[config.mk]
export PLATFORM = sky130hd
export DESIGN_NAME = nmea_sentence_field_parser_flat
export DESIGN_NICKNAME = d
export VERILOG_FILES = /design/src/rtl/core/nsfp_pkg.sv /design/src/rtl/core/nsfp_if.sv /design/src/rtl/core/nsfp_core.sv /design/src/rtl/core/nsfp_result_reg.sv /design/src/rtl/core/nmea_sentence_field_parser.sv /design/src/flat_wrapper.sv
export SDC_FILE = /design/constraint.sdc
export NUM_CORES = 1
export LEC_CHECK = 0
export BUFFER_PORTS_ARGS = -buffer_cell sky130_fd_sc_hd__buf_2
export CORE_MARGIN = 5
export CORE_UTILIZATION = 50
export DETAILED_ROUTE_END_ITERATION = 12
export MAX_ROUTING_LAYER = met4
export PLACE_DENSITY = 0.69
export SETUP_SLACK_MARGIN = 0.15
export SLEW_MARGIN = 25
export SYNTH_ARGS = -nofsm -noshare
export SYNTH_HDL_FRONTEND = slang
export SYNTH_SLANG_ARGS = --single-unit
[constraint.sdc]
create_clock -name i_clk -period 11.4 [get_ports i_clk]
set_input_delay 0 -clock i_clk [delete_from_list [all_inputs] [get_ports i_clk]]
set_output_delay 0 -clock i_clk [all_outputs]
set_load 0.01 [all_outputs]
[src/rtl/core/nsfp_pkg.sv]
// shared types, character codes and defaults of the nmea sentence field parser
package nsfp_pkg;

    localparam int FIELD_BUFFER_DEPTH_DEF = 16;
    localparam int HEAD_DEPTH             = 6;

    localparam logic [7:0] CH_DOLLAR = 8'h24;
    localparam logic [7:0] CH_G      = 8'h47;
    localparam logic [7:0] CH_P      = 8'h50;
    localparam logic [7:0] CH_A      = 8'h41;
    localparam logic [7:0] CH_R      = 8'h52;
    localparam logic [7:0] CH_M      = 8'h4D;
    localparam logic [7:0] CH_C      = 8'h43;
    localparam logic [7:0] CH_COMMA  = 8'h2C;
    localparam logic [7:0] CH_STAR   = 8'h2A;
    localparam logic [7:0] CH_CR     = 8'h0D;
    localparam logic [7:0] CH_LF     = 8'h0A;
    localparam logic [7:0] CH_MINUS  = 8'h2D;
    localparam logic [7:0] CH_DOT    = 8'h2E;
    localparam logic [7:0] CH_ZERO   = 8'h30;
    localparam logic [7:0] CH_NINE   = 8'h39;

    localparam logic [1:0] MASK_RESET = 2'b11;

    typedef enum logic [2:0] {
        PH_WAIT,
        PH_DOLLAR,
        PH_G,
        PH_GP,
        PH_FIELD
    } t_phase;

    typedef enum logic [1:0] {
        NS_INT,
        NS_FRAC1,
        NS_FRAC2,
        NS_DONE
    } t_num_stage;

    typedef enum logic [1:0] {
        GRP_GGA     = 2'd0,
        GRP_RMC     = 2'd1,
        GRP_UNKNOWN = 2'd2
    } t_group;

    typedef struct packed {
        t_group             group_code;
        logic [7:0]         field_index;
        logic signed [15:0] int_part;
        logic [6:0]         frac_part;
        logic [7:0]         first_char;
        logic [3:0]         field_length;
        logic [7:0]         pair_one;
        logic [7:0]         pair_two;
        logic [7:0]         pair_three;
        logic               sentence_end;
        logic               restarted;
        logic [7:0]         completed_count;
    } t_result;

endpackage

[src/rtl/core/nsfp_if.sv]
// valid/ready channel interfaces for characters, results and configuration
interface nsfp_char_if;
    logic       valid;
    logic       ready;
    logic [7:0] char_in;

    modport source (output valid, output char_in, input ready);
    modport sink   (input valid, input char_in, output ready);
endinterface

interface nsfp_result_if;
    logic               valid;
    logic               ready;
    logic [1:0]         group_code;
    logic [7:0]         field_index;
    logic signed [15:0] int_part;
    logic [6:0]         frac_part;
    logic [7:0]         first_char;
    logic [3:0]         field_length;
    logic [7:0]         pair_one;
    logic [7:0]         pair_two;
    logic [7:0]         pair_three;
    logic               sentence_end;
    logic               restarted;
    logic [7:0]         completed_count;

    modport source (output valid, output group_code, output field_index, output int_part,
                    output frac_part, output first_char, output field_length,
                    output pair_one, output pair_two, output pair_three,
                    output sentence_end, output restarted, output completed_count,
                    input ready);
    modport sink   (input valid, input group_code, input field_index, input int_part,
                    input frac_part, input first_char, input field_length,
                    input pair_one, input pair_two, input pair_three,
                    input sentence_end, input restarted, input completed_count,
                    output ready);
endinterface

interface nsfp_cfg_if;
    logic       valid;
    logic       ready;
    logic [1:0] group_enable_mask;

    modport source (output valid, output group_enable_mask, input ready);
    modport sink   (input valid, input group_enable_mask, output ready);
endinterface

[src/rtl/core/nsfp_core.sv]
// parser state and per-character field logic
module nsfp_core
    import nsfp_pkg::*;
#(
    parameter int FIELD_BUFFER_DEPTH = FIELD_BUFFER_DEPTH_DEF
) (
    input  logic       i_clk,
    input  logic       i_rst_n,
    input  logic       i_fire,
    input  logic [7:0] i_char,
    input  logic [1:0] i_mask,
    output logic       o_res_valid,
    output t_result    o_res
);

    localparam int KW_RAW = $clog2(FIELD_BUFFER_DEPTH);
    localparam int KW     = (KW_RAW < 4) ? 4 : KW_RAW;
    localparam logic [KW-1:0] KEEP_LIMIT = KW'(FIELD_BUFFER_DEPTH - 1);
    localparam logic [KW-1:0] HEAD_LIMIT = KW'(HEAD_DEPTH);

    t_phase      r_phase, n_phase;
    logic [KW-1:0] r_kept, n_kept;
    logic [7:0]  r_field_cnt, n_field_cnt;
    t_group      r_group, n_group;
    logic [15:0] r_int, n_int;
    logic [6:0]  r_frac, n_frac;
    t_num_stage  r_stage, n_stage;
    logic        r_neg, n_neg;
    logic [7:0]  r_comp_gga, n_comp_gga;
    logic [7:0]  r_comp_rmc, n_comp_rmc;
    logic [7:0]  r_head [HEAD_DEPTH];

    logic        head_we;
    logic [2:0]  head_idx;
    logic        is_digit;
    logic [3:0]  digit;
    logic        is_delim;
    logic        line_end;
    t_group      grp;
    logic [7:0]  grp_count;

    function automatic logic [7:0] pair_value(input logic [7:0] a, input logic [7:0] b);
        logic [7:0] hi;
        logic [7:0] lo;
        hi = a - CH_ZERO;
        lo = b - CH_ZERO;
        return 8'((hi << 3) + (hi << 1) + lo);
    endfunction

    function automatic t_group find_group(input logic [KW-1:0] kept, input logic [1:0] mask,
                                          input logic [7:0] c0, input logic [7:0] c1,
                                          input logic [7:0] c2);
        t_group g;
        g = GRP_UNKNOWN;
        if (kept == KW'(3)) begin
            if (mask[0] && c0 == CH_G && c1 == CH_G && c2 == CH_A) begin
                g = GRP_GGA;
            end else if (mask[1] && c0 == CH_R && c1 == CH_M && c2 == CH_C) begin
                g = GRP_RMC;
            end
        end
        return g;
    endfunction

    assign is_digit = (i_char >= CH_ZERO) && (i_char <= CH_NINE);
    assign digit    = i_char[3:0];
    assign line_end = (i_char == CH_CR) || (i_char == CH_LF);
    assign is_delim = line_end || (i_char == CH_COMMA) || (i_char == CH_STAR);
    assign head_idx = r_kept[2:0];

    always_comb begin
        n_phase     = r_phase;
        n_kept      = r_kept;
        n_field_cnt = r_field_cnt;
        n_group     = r_group;
        n_int       = r_int;
        n_frac      = r_frac;
        n_stage     = r_stage;
        n_neg       = r_neg;
        n_comp_gga  = r_comp_gga;
        n_comp_rmc  = r_comp_rmc;
        head_we     = 1'b0;
        o_res_valid = 1'b0;
        o_res       = '0;
        grp         = r_group;
        grp_count   = 8'd0;

        if (i_fire) begin
            case (r_phase)
                PH_WAIT: begin
                    if (i_char == CH_DOLLAR) begin
                        n_phase     = PH_DOLLAR;
                        n_kept      = '0;
                        n_int       = '0;
                        n_frac      = '0;
                        n_stage     = NS_INT;
                        n_neg       = 1'b0;
                        n_field_cnt = 8'd0;
                        n_group     = GRP_UNKNOWN;
                    end
                end
                PH_DOLLAR: begin
                    n_phase = (i_char == CH_G) ? PH_G : PH_WAIT;
                end
                PH_G: begin
                    n_phase = (i_char == CH_P) ? PH_GP : PH_WAIT;
                end
                PH_GP, PH_FIELD: begin
                    if (is_delim) begin
                        // field 0 is the sentence id: it picks the group and gives no result
                        if (r_field_cnt == 8'd0) begin
                            grp = find_group(r_kept, i_mask, r_head[0], r_head[1], r_head[2]);
                        end
                        n_group = grp;
                        case (grp)
                            GRP_GGA: begin
                                grp_count = r_comp_gga + 8'(line_end);
                                n_comp_gga = grp_count;
                            end
                            GRP_RMC: begin
                                grp_count = r_comp_rmc + 8'(line_end);
                                n_comp_rmc = grp_count;
                            end
                            default: begin
                                grp_count = 8'd0;
                            end
                        endcase
                        if (r_field_cnt != 8'd0) begin
                            o_res_valid           = 1'b1;
                            o_res.group_code      = r_group;
                            o_res.field_index     = r_field_cnt;
                            o_res.int_part        = $signed(r_neg ? (16'd0 - r_int) : r_int);
                            o_res.frac_part       = r_frac;
                            o_res.first_char      = (r_kept != '0) ? r_head[0] : 8'd0;
                            o_res.field_length    = r_kept[3:0];
                            o_res.pair_one        = pair_value(r_head[0], r_head[1]);
                            o_res.pair_two        = pair_value(r_head[2], r_head[3]);
                            o_res.pair_three      = pair_value(r_head[4], r_head[5]);
                            o_res.sentence_end    = line_end;
                            o_res.restarted       = 1'b0;
                            o_res.completed_count = grp_count;
                        end
                        n_field_cnt = r_field_cnt + 8'd1;
                        n_kept      = '0;
                        n_int       = '0;
                        n_frac      = '0;
                        n_stage     = NS_INT;
                        n_neg       = 1'b0;
                        n_phase     = line_end ? PH_WAIT : PH_FIELD;
                    end else if (i_char == CH_DOLLAR) begin
                        // restart inside a sentence reports and begins afresh
                        case (r_group)
                            GRP_GGA: grp_count = r_comp_gga;
                            GRP_RMC: grp_count = r_comp_rmc;
                            default: grp_count = 8'd0;
                        endcase
                        o_res_valid           = 1'b1;
                        o_res.group_code      = r_group;
                        o_res.field_index     = r_field_cnt;
                        o_res.restarted       = 1'b1;
                        o_res.completed_count = grp_count;
                        n_phase     = PH_DOLLAR;
                        n_kept      = '0;
                        n_int       = '0;
                        n_frac      = '0;
                        n_stage     = NS_INT;
                        n_neg       = 1'b0;
                        n_field_cnt = 8'd0;
                        n_group     = GRP_UNKNOWN;
                    end else begin
                        n_phase = PH_FIELD;
                        if (r_kept < KEEP_LIMIT) begin
                            head_we = (r_kept < HEAD_LIMIT);
                            n_kept  = r_kept + KW'(1);
                            case (r_stage)
                                NS_INT: begin
                                    if (r_kept == '0 && i_char == CH_MINUS) begin
                                        n_neg = 1'b1;
                                    end else if (is_digit) begin
                                        n_int = 16'((r_int << 3) + (r_int << 1) + {12'd0, digit});
                                    end else if (i_char == CH_DOT) begin
                                        n_stage = NS_FRAC1;
                                    end else begin
                                        n_stage = NS_DONE;
                                    end
                                end
                                NS_FRAC1: begin
                                    if (is_digit) begin
                                        n_frac  = {3'd0, digit};
                                        n_stage = NS_FRAC2;
                                    end else begin
                                        n_stage = NS_DONE;
                                    end
                                end
                                NS_FRAC2: begin
                                    if (is_digit) begin
                                        n_frac = 7'((r_frac << 3) + (r_frac << 1) + {3'd0, digit});
                                    end
                                    n_stage = NS_DONE;
                                end
                                default: begin
                                    n_stage = r_stage;
                                end
                            endcase
                        end
                    end
                end
                default: begin
                    n_phase = PH_WAIT;
                end
            endcase
        end
    end

    always_ff @(posedge i_clk) begin
        if (!i_rst_n) begin
            r_phase     <= PH_WAIT;
            r_kept      <= '0;
            r_field_cnt <= 8'd0;
            r_group     <= GRP_UNKNOWN;
            r_int       <= 16'd0;
            r_frac      <= 7'd0;
            r_stage     <= NS_INT;
            r_neg       <= 1'b0;
            r_comp_gga  <= 8'd0;
            r_comp_rmc  <= 8'd0;
        end else begin
            r_phase     <= n_phase;
            r_kept      <= n_kept;
            r_field_cnt <= n_field_cnt;
            r_group     <= n_group;
            r_int       <= n_int;
            r_frac      <= n_frac;
            r_stage     <= n_stage;
            r_neg       <= n_neg;
            r_comp_gga  <= n_comp_gga;
            r_comp_rmc  <= n_comp_rmc;
        end
    end

    // first six kept characters, only read where written by the current field or before
    always_ff @(posedge i_clk) begin
        if (head_we) begin
            r_head[head_idx] <= i_char;
        end
    end

    a_keep_bound: assert property (@(posedge i_clk) disable iff (!i_rst_n)
        r_kept <= KEEP_LIMIT)
        else $error("kept count beyond field buffer");

    a_restart_fresh: assert property (@(posedge i_clk) disable iff (!i_rst_n)
        (o_res_valid && o_res.restarted) |=>
            (r_phase == PH_DOLLAR && r_field_cnt == 8'd0 && r_group == GRP_UNKNOWN))
        else $error("restart did not begin a fresh sentence");

    a_line_end_wait: assert property (@(posedge i_clk) disable iff (!i_rst_n)
        (o_res_valid && o_res.sentence_end) |=> (r_phase == PH_WAIT && r_kept == '0))
        else $error("line end did not return to waiting for start");

    a_unknown_no_count: assert property (@(posedge i_clk) disable iff (!i_rst_n)
        (o_res_valid && o_res.group_code == GRP_UNKNOWN) |-> o_res.completed_count == 8'd0)
        else $error("unknown group reports a completion count");

endmodule

[src/rtl/core/nsfp_result_reg.sv]
// output register holding one result until the sink takes it
module nsfp_result_reg
    import nsfp_pkg::*;
(
    input  logic    i_clk,
    input  logic    i_rst_n,
    input  logic    i_load,
    input  t_result i_res,
    output logic    o_free,
    nsfp_result_if.source o_result
);

    logic    r_valid;
    t_result r_res;

    assign o_free = !r_valid || o_result.ready;

    always_ff @(posedge i_clk) begin
        if (!i_rst_n) begin
            r_valid <= 1'b0;
        end else if (i_load) begin
            r_valid <= 1'b1;
        end else if (o_result.ready) begin
            r_valid <= 1'b0;
        end
    end

    always_ff @(posedge i_clk) begin
        if (i_load) begin
            r_res <= i_res;
        end
    end

    assign o_result.valid           = r_valid;
    assign o_result.group_code      = r_res.group_code;
    assign o_result.field_index     = r_res.field_index;
    assign o_result.int_part        = r_res.int_part;
    assign o_result.frac_part       = r_res.frac_part;
    assign o_result.first_char      = r_res.first_char;
    assign o_result.field_length    = r_res.field_length;
    assign o_result.pair_one        = r_res.pair_one;
    assign o_result.pair_two        = r_res.pair_two;
    assign o_result.pair_three      = r_res.pair_three;
    assign o_result.sentence_end    = r_res.sentence_end;
    assign o_result.restarted       = r_res.restarted;
    assign o_result.completed_count = r_res.completed_count;

endmodule

[src/rtl/core/nmea_sentence_field_parser.sv]
// top level of the nmea sentence field parser
//
//   channel    dir  payload              notes
//   i_char     in   char_in[7:0]         one received byte per request
//   o_result   out  field result record  zero or one per character
//   i_cfg      in   group_enable_mask    always ready, write only when idle
//
// one character per cycle sustained while the result register is not stalled; a character
// is accepted into the input register, then parsed into the result register
// the parse step is one pass of the phase and number logic, state updates in place
// a stalled result register holds the input register, which then drops ready
// synchronous active-low reset: waiting for start, counters zero, mask enables both groups
module nmea_sentence_field_parser
    import nsfp_pkg::*;
#(
    parameter int FIELD_BUFFER_DEPTH = FIELD_BUFFER_DEPTH_DEF
) (
    input  logic i_clk,
    input  logic i_rst_n,
    nsfp_char_if.sink     i_char,
    nsfp_cfg_if.sink      i_cfg,
    nsfp_result_if.source o_result
);

    logic       r_in_valid;
    logic [7:0] r_in_char;
    logic [1:0] r_mask;
    logic       out_free;
    logic       fire;
    logic       res_valid;
    t_result    res;

    assign fire         = r_in_valid && out_free;
    assign i_char.ready = !r_in_valid || fire;
    assign i_cfg.ready  = 1'b1;

    always_ff @(posedge i_clk) begin
        if (!i_rst_n) begin
            r_in_valid <= 1'b0;
            r_mask     <= MASK_RESET;
        end else begin
            if (i_char.ready) begin
                r_in_valid <= i_char.valid;
            end
            if (i_cfg.valid) begin
                r_mask <= i_cfg.group_enable_mask;
            end
        end
    end

    always_ff @(posedge i_clk) begin
        if (i_char.valid && i_char.ready) begin
            r_in_char <= i_char.char_in;
        end
    end

    nsfp_core #(
        .FIELD_BUFFER_DEPTH(FIELD_BUFFER_DEPTH)
    ) u_core (
        .i_clk      (i_clk),
        .i_rst_n    (i_rst_n),
        .i_fire     (fire),
        .i_char     (r_in_char),
        .i_mask     (r_mask),
        .o_res_valid(res_valid),
        .o_res      (res)
    );

    nsfp_result_reg u_result_reg (
        .i_clk   (i_clk),
        .i_rst_n (i_rst_n),
        .i_load  (fire && res_valid),
        .i_res   (res),
        .o_free  (out_free),
        .o_result(o_result)
    );

endmodule

[src/flat_wrapper.sv]
// flat-port wrapper written by rule: the top's interface ports become plain ports
module nmea_sentence_field_parser_flat import nsfp_pkg::*;
#(
    parameter int FIELD_BUFFER_DEPTH = FIELD_BUFFER_DEPTH_DEF
)
  (i_clk, i_rst_n, i_char_valid, i_char_char_in, i_char_ready, i_cfg_valid, i_cfg_group_enable_mask, i_cfg_ready, o_result_valid, o_result_group_code, o_result_field_index, o_result_int_part, o_result_frac_part, o_result_first_char, o_result_field_length, o_result_pair_one, o_result_pair_two, o_result_pair_three, o_result_sentence_end, o_result_restarted, o_result_completed_count, o_result_ready);
  nsfp_char_if i_char_i ();
  nsfp_cfg_if i_cfg_i ();
  nsfp_result_if o_result_i ();
  input  logic i_clk;
  input  logic i_rst_n;
  input wire logic [$bits(i_char_i.valid)-1:0] i_char_valid;
  input wire logic [$bits(i_char_i.char_in)-1:0] i_char_char_in;
  output wire logic [$bits(i_char_i.ready)-1:0] i_char_ready;
  input wire logic [$bits(i_cfg_i.valid)-1:0] i_cfg_valid;
  input wire logic [$bits(i_cfg_i.group_enable_mask)-1:0] i_cfg_group_enable_mask;
  output wire logic [$bits(i_cfg_i.ready)-1:0] i_cfg_ready;
  output wire logic [$bits(o_result_i.valid)-1:0] o_result_valid;
  output wire logic [$bits(o_result_i.group_code)-1:0] o_result_group_code;
  output wire logic [$bits(o_result_i.field_index)-1:0] o_result_field_index;
  output wire logic [$bits(o_result_i.int_part)-1:0] o_result_int_part;
  output wire logic [$bits(o_result_i.frac_part)-1:0] o_result_frac_part;
  output wire logic [$bits(o_result_i.first_char)-1:0] o_result_first_char;
  output wire logic [$bits(o_result_i.field_length)-1:0] o_result_field_length;
  output wire logic [$bits(o_result_i.pair_one)-1:0] o_result_pair_one;
  output wire logic [$bits(o_result_i.pair_two)-1:0] o_result_pair_two;
  output wire logic [$bits(o_result_i.pair_three)-1:0] o_result_pair_three;
  output wire logic [$bits(o_result_i.sentence_end)-1:0] o_result_sentence_end;
  output wire logic [$bits(o_result_i.restarted)-1:0] o_result_restarted;
  output wire logic [$bits(o_result_i.completed_count)-1:0] o_result_completed_count;
  input wire logic [$bits(o_result_i.ready)-1:0] o_result_ready;
  assign i_char_i.valid = i_char_valid;
  assign i_char_i.char_in = i_char_char_in;
  assign i_char_ready = i_char_i.ready;
  assign i_cfg_i.valid = i_cfg_valid;
  assign i_cfg_i.group_enable_mask = i_cfg_group_enable_mask;
  assign i_cfg_ready = i_cfg_i.ready;
  assign o_result_valid = o_result_i.valid;
  assign o_result_group_code = o_result_i.group_code;
  assign o_result_field_index = o_result_i.field_index;
  assign o_result_int_part = o_result_i.int_part;
  assign o_result_frac_part = o_result_i.frac_part;
  assign o_result_first_char = o_result_i.first_char;
  assign o_result_field_length = o_result_i.field_length;
  assign o_result_pair_one = o_result_i.pair_one;
  assign o_result_pair_two = o_result_i.pair_two;
  assign o_result_pair_three = o_result_i.pair_three;
  assign o_result_sentence_end = o_result_i.sentence_end;
  assign o_result_restarted = o_result_i.restarted;
  assign o_result_completed_count = o_result_i.completed_count;
  assign o_result_i.ready = o_result_ready;
  nmea_sentence_field_parser #(.FIELD_BUFFER_DEPTH(FIELD_BUFFER_DEPTH)) u_core (.i_clk(i_clk), .i_rst_n(i_rst_n), .i_char(i_char_i), .i_cfg(i_cfg_i), .o_result(o_result_i));
endmodule
==> results.yml <==
global_route:
  overflow: 0
  grt_pass1_wl_microns: 36900
  track_usage: 0.195
  grt_pass1_vias: 7319
  grt_antenna_before_repair: 0
  grt_max_degree: 56
clocking:
  cts_tree: "built"
  clock_path_buffers: 2
  cts_resized: 0
  htreeDepth: 4
  cts_sinks: 197
  cts_inserted_buffers: 17
  clockRootBuffer: "clkbuf_16"
  insertion_delay_ns: 0.43
  clkTransAtPathRegs_ns: 0.07
sta:
  tns_ns: 0
  fin_skew_ns: 0.0117
  tightestPinTransition_ns: 0.916
  fin_crit_ns: 3.88
  maxSlewViolCount: 0
  hold_viol_final: 0
  whs_ns: 0.0380
  rsz0062_at_grt: "false"
  setup_viol: 0
  max_freq_mhz: 257
  slew_headroom: 0.388
  finalCritPeriodShare: 0.341
pwr:
  p_int_uw: 1080
  p_total_uw: 1370
  pwr-share-clk: 0.417
  ir_drop_v: 0.000104
  seqPwrFrac: 0.564
  p_per_area_nw_per_um2: 113
  switching_share: 0.213
  power_switching_uw: 291
  p_leak_uw: 0.00453
  combPwrFrac: 0.018
layout:
  multi_input_area_sq_um: 5020
  num-nets-final: 1199
  drive_gt1_frac: 0.134
  top_register: "u_core.u_core.r_head"
  layout_common_cells: "134 x edfxtp_1, 95 x buf_2, 85 x ha_1, 83 x nor2_1, 73 x inv_1"
  seqCellArea_sq_um: 5290
  largest_reg_flops: 47
  fillers: 1810
  diodes: 0
  synthToLayoutAreaGrowth_pct: 13.2
  mostFrequentLayoutCell: "edfxtp_1"
synth:
  syn_nets: 1099
  yosysSeqAreaShare: 0.493
  synthAdderAreaFrac: 0.135
  synthMuxAreaShare: 0.0271
  synth_compound_area_frac: 0.101
  syn-mean-instance-area_sq_um: 10.9
  synth_top_family_by_area: "simple AND/OR/NAND/NOR gates"
  synth.largest_area_cell: "edfxtp_1"
  netlist_instances: 980
  synth_seq_cells: 197
  synth_ff_type: "edfxtp_1"
  synth_xor_area_frac: 0.0580
  synth_top_area_frac: 0.375
  async_reset_ff_frac: 0
  yosys.area_share.simple: 0.145
  synthDistinctLibCells: 66
  synth.area.top_cells: "edfxtp_1 38%, dfxtp_1 12%, ha_1 9.9%"
  synth_edf_count: 134
  yosys_warnings: 0
  syn_area_sq_um: 10700
route:
  wl_per_cell_microns: 16.7
  routed_wl_microns: 22900
  drt_iter0_markers: 403
  viasPerCell: 5.51
  ant_nets: 0
  first_pass_iters: 5
  via_count: 7535
  drc: 0
worst_hold_path:
  hp-class: "input port to register"
worst_setup_path:
  critPathCaptureType: "register"
  critPathArrivalTime_ns: 3.94
  rrSetupSlack_ns: 7.52
  slowest_delay_ns: 0.78
  cp.required_ns: 11.46
  cpMaxStageDelayCell: "a21oi_4"
  cp_max_fo: 55
  crit_chain: "or4b_1 > nor2_1 > nand2_1 > a21oi_4 > buf_4"
  cp-start-kind: "register"
  path_class: "register to register"
floorplan:
  fp.coreArea_sq_um: 21100
  die_h_microns: 156
  die-area_sq_um: 24500
  start_util: 0.509
  rows: 53
  io_pins: 97
  die_x_microns: 156
placement:
  globalplace.congestion: 0.894
  io_buffers: 95
  dp_hpwl_microns: 16300
run_status:
  status: "completed"
job:
  cap_violations: 0
[cell type report]
type | count | area share
clock buffer | 17 | 0.0350
clock inverter | 15 | 0.0106
inverter | 74 | 0.0229
multi-input combinational | 675 | 0.413
sequential | 197 | 0.435
tap | 275 | 0.0283
timing repair buffer | 115 | 0.0546
[path summary, 6_finish.rpt]
path,from,endpoint,cells after the start
worst max-delay path,u_core.r_in_char[3],u_core.u_result_reg.o_result.int_part[6],5
worst min-delay path,i_rst_n,u_core.u_core.r_group[1],2
worst max register to register,u_core.r_in_char[3],u_core.u_result_reg.o_result.int_part[6],5
worst min register to register,u_core.u_core.r_frac[6],u_core.u_core.r_frac[6],2
[power by group through the flow]
stage          logic (uW)  clock network [uW]  registers (uW)
2_1_floorplan        15.7                   0             782
3_3_place_gp         20.4                   0             787
3_5_place_dp         20.4                   0             787
4_1_cts              25.0                 580             771
5_1_grt              27.5                 611             771
6_report             25.2                 570             771
[cell usage after synthesis (4+ instances only)]
| library cell | n |
|---|---|
| nor4bb_1 | 4 |
| o31ai_1 | 12 |
| nand2_1 | 56 |
| a21oi_1 | 52 |
| inv_1 | 73 |
| a21o_1 | 14 |
| xnor2_1 | 48 |
| clkbuf_1 | 25 |
| and2_1 | 22 |
| o211ai_1 | 5 |
| or3_1 | 16 |
| fa_1 | 19 |
| nand2b_1 | 7 |
| nor3_1 | 8 |
| mux2i_1 | 29 |
| and3_1 | 24 |
| ha_1 | 85 |
| o21ai_0 | 37 |
| nand3_1 | 30 |
| nand4_1 | 13 |
| nor2_1 | 83 |
| or4_1 | 4 |
| a31oi_1 | 7 |
| edfxtp_1 | 134 |
| o22ai_1 | 8 |
| a211oi_1 | 5 |
| dfxtp_1 | 63 |
| nand3b_1 | 5 |
| xor2_1 | 23 |
[cell families (layout without fill, tap and decap cells)]
logic type / Yosys count / count (layout)
other: 1 / 1
adder cells (fa/ha/maj): 104 / 104
multiplexers: 29 / 29
flip-flops: 197 / 197
buffers and inverters: 108 / 221
AO/OA/AOI/OAI: 171 / 171
XOR/XNOR: 71 / 71
AND/OR/NAND/NOR: 299 / 299
[per-stage QoR]
stage | std cells | setup slack (ns) | utilization | cell area (sq um)
detailed placement | 1321 | 7.48 | 0.542 | 11400
finish | 1368 | 7.52 | 0.576 | 12100
floorplan | 980 | 5.20 | - | 10700
global route | 1368 | 7.29 | 0.576 | 12100
global placement | 1321 | 7.64 | 0.542 | 11400
CTS | 1368 | 7.49 | 0.576 | 12100
[critical path, delay by kind of cell (launching register included)]
kind,cells,cell delay [ns]
AND/OR/NAND/NOR,3,1.30
buffers and inverters,1,0.69
flip-flops,1,0.68
AO/OA/AOI/OAI,1,0.78
[layer usage]
layer | up-vias | global-route usage | part of all wire | routed length [microns]
li1 | 3717 | - | - | -
met1 | 3621 | 0.247 | 0.45 | 10300
met2 | 167 | 0.321 | 0.50 | 11400
met3 | 30 | 0.0254 | 0.036 | 824
met4 | 0 | 0.0740 | 0.020 | 457
met5 | - | - | 0 | 0
[repair_timing]
item                                   in CTS  in global routing
buffers inserted                            0                  0
hold buffers                               15                  0
endpoints found under the hold margin      12                  0
No activity file was read; power rests on OpenSTA's default activity.
